`config.mk`:
```
export PLATFORM = sky130hd
export DESIGN_NAME = dtm_ctrl
export DESIGN_NICKNAME = d
export VERILOG_FILES = /design/src/sv/dtm_pkg.sv /design/src/sv/dtm_ctrl.sv
export VERILOG_INCLUDE_DIRS = /design/src /design/src/sv
export SDC_FILE = /design/constraint.sdc
export NUM_CORES = 1
export LEC_CHECK = 0
export ABC_CLOCK_PERIOD_IN_PS = 2500
export BUFFER_PORTS_ARGS = -buffer_cell sky130_fd_sc_hd__buf_2
export CORE_AREA = 2 2 39 41
export CTS_BUF_LIST = sky130_fd_sc_hd__clkbuf_8
export DETAILED_ROUTE_END_ITERATION = 16
export DIE_AREA = 0 0 41 43
export PLACE_DENSITY_LB_ADDON = 0.1
export SLEW_MARGIN = 20
export SYNTH_ARGS = -nofsm -noshare
export SYNTH_HDL_FRONTEND = slang
export SYNTH_SLANG_ARGS = --single-unit
```
`constraint.sdc`:
```
create_clock -name clk -period 2.5 [get_ports clk]
set_input_delay 0 -clock clk [delete_from_list [all_inputs] [get_ports clk]]
set_output_delay 0 -clock clk [all_outputs]
set_load 0.02 [all_outputs]
```
`src/sv/assert_macros.svh`:
```
// Assertion helpers shared by the RTL files.
`ifndef ASSERT_MACROS_SVH
`define ASSERT_MACROS_SVH

// Property that must hold in the same cycle as its antecedent.
`define DTM_ASSERT(label, clk, rst_n, ante, cons, msg) \
	label: assert property (@(posedge clk) disable iff (!rst_n) (ante) |-> (cons)) \
		else $error(msg);

// Property whose consequence must hold in the cycle after its antecedent.
`define DTM_ASSERT_NEXT(label, clk, rst_n, ante, cons, msg) \
	label: assert property (@(posedge clk) disable iff (!rst_n) (ante) |=> (cons)) \
		else $error(msg);

`endif

```
`src/sv/dtm_pkg.sv`:
```
package dtm_pkg;

	// Input command codes.
	localparam logic [1:0] CMD_LOAD_CUR  = 2'd0;
	localparam logic [1:0] CMD_LOAD_PREV = 2'd1;
	localparam logic [1:0] CMD_WEIGHT    = 2'd2;

	// Configuration register indexes.
	localparam int         CFG_IDX_W = 4;
	localparam logic [CFG_IDX_W-1:0] REG_ALPHA = 4'd0;
	localparam logic [CFG_IDX_W-1:0] REG_BETA  = 4'd1;

	localparam logic signed [15:0] ALPHA_RESET = 16'sd256;
	localparam logic signed [15:0] BETA_RESET  = 16'sd0;

	localparam logic signed [39:0] SUM_MAX = 40'sh7F_FFFF_FFFF;
	localparam logic signed [39:0] SUM_MIN = 40'sh80_0000_0000;
	localparam logic [8:0]         SKIP_MAX = 9'h1FF;
	localparam logic signed [57:0] ROUND_HALF = 58'sd128;

	typedef enum logic [3:0] {
		ST_CLEAR,
		ST_IDLE,
		ST_MUL,
		ST_ACC,
		ST_FIN_A,
		ST_FIN_B,
		ST_FIN_C,
		ST_FIN_D,
		ST_EMIT
	} dtm_state_t;

	// Commands from the controller to the datapath.
	typedef struct packed {
		logic clear;
		logic load;
		logic capture;
		logic mul;
		logic acc;
		logic fin_a;
		logic fin_b;
		logic fin_c;
		logic fin_d;
		logic emit;
	} dtm_ctrl_t;

	// Status from the datapath to the controller.
	typedef struct packed {
		logic clear_last;
		logic out_free;
		logic row_last;
	} dtm_stat_t;

endpackage

```
`src/sv/dtm_ctrl.sv`:
```
`include "assert_macros.svh"

module dtm_ctrl (
	input  logic               clk,
	input  logic               arst_n,
	input  logic               item_valid,
	input  logic [1:0]         item_cmd,
	output logic               item_ready,
	input  dtm_pkg::dtm_stat_t stat,
	output dtm_pkg::dtm_ctrl_t ctl
);
	import dtm_pkg::*;

	dtm_state_t state_q;
	dtm_state_t state_d;
	logic       accept;

	assign accept = item_valid && item_ready;

	always_ff @(posedge clk or negedge arst_n) begin
		if (!arst_n) begin
			state_q <= ST_CLEAR;
		end else begin
			state_q <= state_d;
		end
	end

	always_comb begin
		state_d = state_q;
		case (state_q)
			ST_CLEAR: begin
				if (stat.clear_last) begin
					state_d = ST_IDLE;
				end
			end
			ST_IDLE: begin
				if (accept && item_cmd == CMD_WEIGHT) begin
					state_d = ST_MUL;
				end
			end
			ST_MUL:   state_d = ST_ACC;
			ST_ACC:   state_d = stat.row_last ? ST_FIN_A : ST_IDLE;
			ST_FIN_A: state_d = ST_FIN_B;
			ST_FIN_B: state_d = ST_FIN_C;
			ST_FIN_C: state_d = ST_FIN_D;
			ST_FIN_D: state_d = ST_EMIT;
			ST_EMIT: begin
				if (stat.out_free) begin
					state_d = ST_IDLE;
				end
			end
			default:  state_d = ST_CLEAR;
		endcase
	end

	always_comb begin
		ctl         = '0;
		item_ready  = 1'b0;
		case (state_q)
			ST_CLEAR: ctl.clear = 1'b1;
			ST_IDLE: begin
				item_ready  = 1'b1;
				ctl.load    = accept;
				ctl.capture = accept && item_cmd == CMD_WEIGHT;
			end
			ST_MUL:   ctl.mul   = 1'b1;
			ST_ACC:   ctl.acc   = 1'b1;
			ST_FIN_A: ctl.fin_a = 1'b1;
			ST_FIN_B: ctl.fin_b = 1'b1;
			ST_FIN_C: ctl.fin_c = 1'b1;
			ST_FIN_D: ctl.fin_d = 1'b1;
			ST_EMIT:  ctl.emit  = stat.out_free;
			default:  ctl       = '0;
		endcase
	end

	`DTM_ASSERT_NEXT(a_weight_starts_mul, clk, arst_n, accept && item_cmd == CMD_WEIGHT, state_q == ST_MUL, "weight beat did not start the multiply step")
	`DTM_ASSERT_NEXT(a_emit_waits, clk, arst_n, state_q == ST_EMIT && !stat.out_free, state_q == ST_EMIT, "left the emit step while the result register was full")
endmodule

```
==> impl_metrics.tcl <==
set metrics [dict create \
    die-area_sq_um 1760 \
    cp_max_fo 9 \
    internal-power_mw 0.314 \
    syn_nets 46 \
    finClkSkew_ns 0.00125 \
    clkTransAtPathRegs_ns 0.03 \
    power.total_mw 0.581 \
    final_cell_area_sq_um 448 \
    dp.cells 68 \
    antenna_found_initial 0 \
    yosysSeqAreaShare_pct 31.1 \
    slew_viol_final 0 \
    finalHoldViolCount 0 \
    rows 14 \
    vias 345 \
    cts.sinks 4 \
    swShare_pct 46.0 \
    final_cell_mix "18 x buf_2, 5 x nor2_1, 4 x nor3_1, 4 x dfrtp_1" \
    rsz0062_at_grt "false" \
    largest_register "state_q" \
    numCtsBuffers 3 \
    routabilityCongestion 0.654 \
    maxCapViolCount 0 \
    switching_power_mw 0.267 \
    cp_slowest_cell "dfrtp_1" \
    ios 19 \
    clk_latency_ns 0.21 \
    reg2reg_slack_ns 1.30 \
    cts_repair_resize_count 0 \
    core_area_sq_um 1380 \
    final_common_cell "buf_2" \
    cts_max_level 1 \
    crit_type "reg2out" \
    end_kind "primary output" \
    setup_ws_ns 1.10 \
    hold_depth 2 \
    final_layout_size_suffix_gt1_share_pct 41.1 \
    antenna_violating_nets_post_route 0 \
    crit_family "simple AND/OR/NAND/NOR gates" \
    holdWs_ns 0.00714 \
    clock_power_share_pct 22.6 \
    period_share_pct 55.8 \
    io_buffers 18 \
    worst-path-buf-inv 1 \
    required_ns 2.50 \
    drc_errors 0 \
    viasPerCell 4.79 \
    largest_reg_flops 4 \
    syn2layout_area_growth_pct 39.3 \
    final_util_pct 32.4 \
    antenna_cells 0 \
    dr.pass1.iters 2 \
    synth_seq_cells 4 \
    cp_num_cells 4 \
    ir_worst_vdd_uv 673 \
    post_cts_buffers 0 \
    clock_path_buffers 2 \
    track_usage_pct 10.9 \
    total_leakage_power_nw 0.228 \
    slew_headroom_pct 75.5 \
    max_clock_freq_mhz 716 \
    synthCells 38 \
    top_regs "state_q: 4 flops" \
    ys_warn_count 0 \
    grt_pass1_wl_mm 1.24 \
    status "finished clean" \
    grt_max_degree 13 \
    cts_tree "yes" \
    max_stage_delay_ns 0.46 \
    cts_root_buf "clkbuf_8" \
    rr_worst_depth 3 \
    path_cells "nand2b_4 -> nor3_2 -> and2_1 -> buf_2" \
    die_h_um 43 \
    combPwrFrac_pct 49.3 \
    syn_area_per_cell_sq_um 8.46 \
    postPlaceCellArea_sq_um 397 \
    tns_ns 0 \
    wirelength_um 802 \
    finalNonFillerCells 72 \
    tightest_slew_ns 0.367 \
    critPathLaunchType "register" \
    final_nets 66 \
    finalCriticalPeriod_ns 1.40 \
    ys_types 22 \
    dp_slack_ns 1.29 \
    seqPwrFrac_pct 28.1 \
    power_density_nw_per_um2 1300 \
    arrival_ns 1.40 \
    die_w_um 41 \
    worstHoldPathType "in2reg" \
    synth_area_sq_um 322 \
    drt_iter0_markers 4 \
    setup_viol 0 \
    grt-ovfl-total 0 \
    first_global_vias 302 \
    hpwl_um 633 \
    avgRoutedWirePerCell_um 11.1 \
    start_util_pct 23.2 \
]
[synthesized netlist by cell type]
cell      n  area share (%)
nor2b_1   1             1.9
dfrtp_1   4              31
o22ai_1   1             1.9
a21oi_1   1             1.6
nor4_1    3             5.8
nand4b_1  1             2.7
buf_4     1             2.3
nor3_1    4             6.2
nor2_1    5             5.8
buf_6     2             7.0
a211o_1   1             2.7
nand3b_1  1             2.3
nand2b_4  1             4.3
mux2i_1   1             3.1
nand2_1   3             3.5
nor3_2    1             3.1
a221oi_1  1             2.7
nand2b_1  2             3.9
and3_1    1             1.9
and2_1    1             1.9
o21a_1    1             2.3
buf_2     1             1.6
[cell type report]
cell class | instances | area, sq um
fill | 162 | 936
timing repair buffer | 19 | 100
tap | 16 | 20.0
multi-input combinational | 30 | 186
clock buffer | 3 | 41.3
sequential | 4 | 100
[power groups by stage]
stage	clock network (mW)	registers, mW	logic, mW
2_1_floorplan	0	0.105	0.297
6_report	0.131	0.164	0.286
5_1_grt	0.144	0.174	0.312
3_5_place_dp	0	0.164	0.288
4_1_cts	0.136	0.163	0.291
3_3_place_gp	0	0.166	0.293
[logic make-up (layout without fill, tap and decap cells)]
family	after synthesis	after routing	synth area share, %
compound gates	5	5	11.3
simple gates	24	24	43.6
mux	1	1	3.11
flops	4	4	31.1
buf+inv	4	22	10.9
[routing by layer]
metal	vias to the layer above	share of wire (%)	global-route usage, %
li1	176	-	-
met1	161	47	14.2
met2	8	49	14.4
met3	0	4.5	4.71
met4	0	0	6.00
met5	-	0	0
[timing repair]
action                     CTS  global route
hold buffers                 1             0
hold endpoints to repair     4             0
setup endpoints to repair    0             0
[path summary, 6_finish.rpt]
path                            start          to
setup reg to reg           state_q[1]  state_q[1]
max in group asynchronous      arst_n  state_q[3]
hold / removal                stat[1]  state_q[3]
hold reg to reg            state_q[3]  state_q[2]
setup / recovery           state_q[1]      ctl[8]
min in group asynchronous      arst_n  state_q[1]
(Power assumes the default switching activity.)
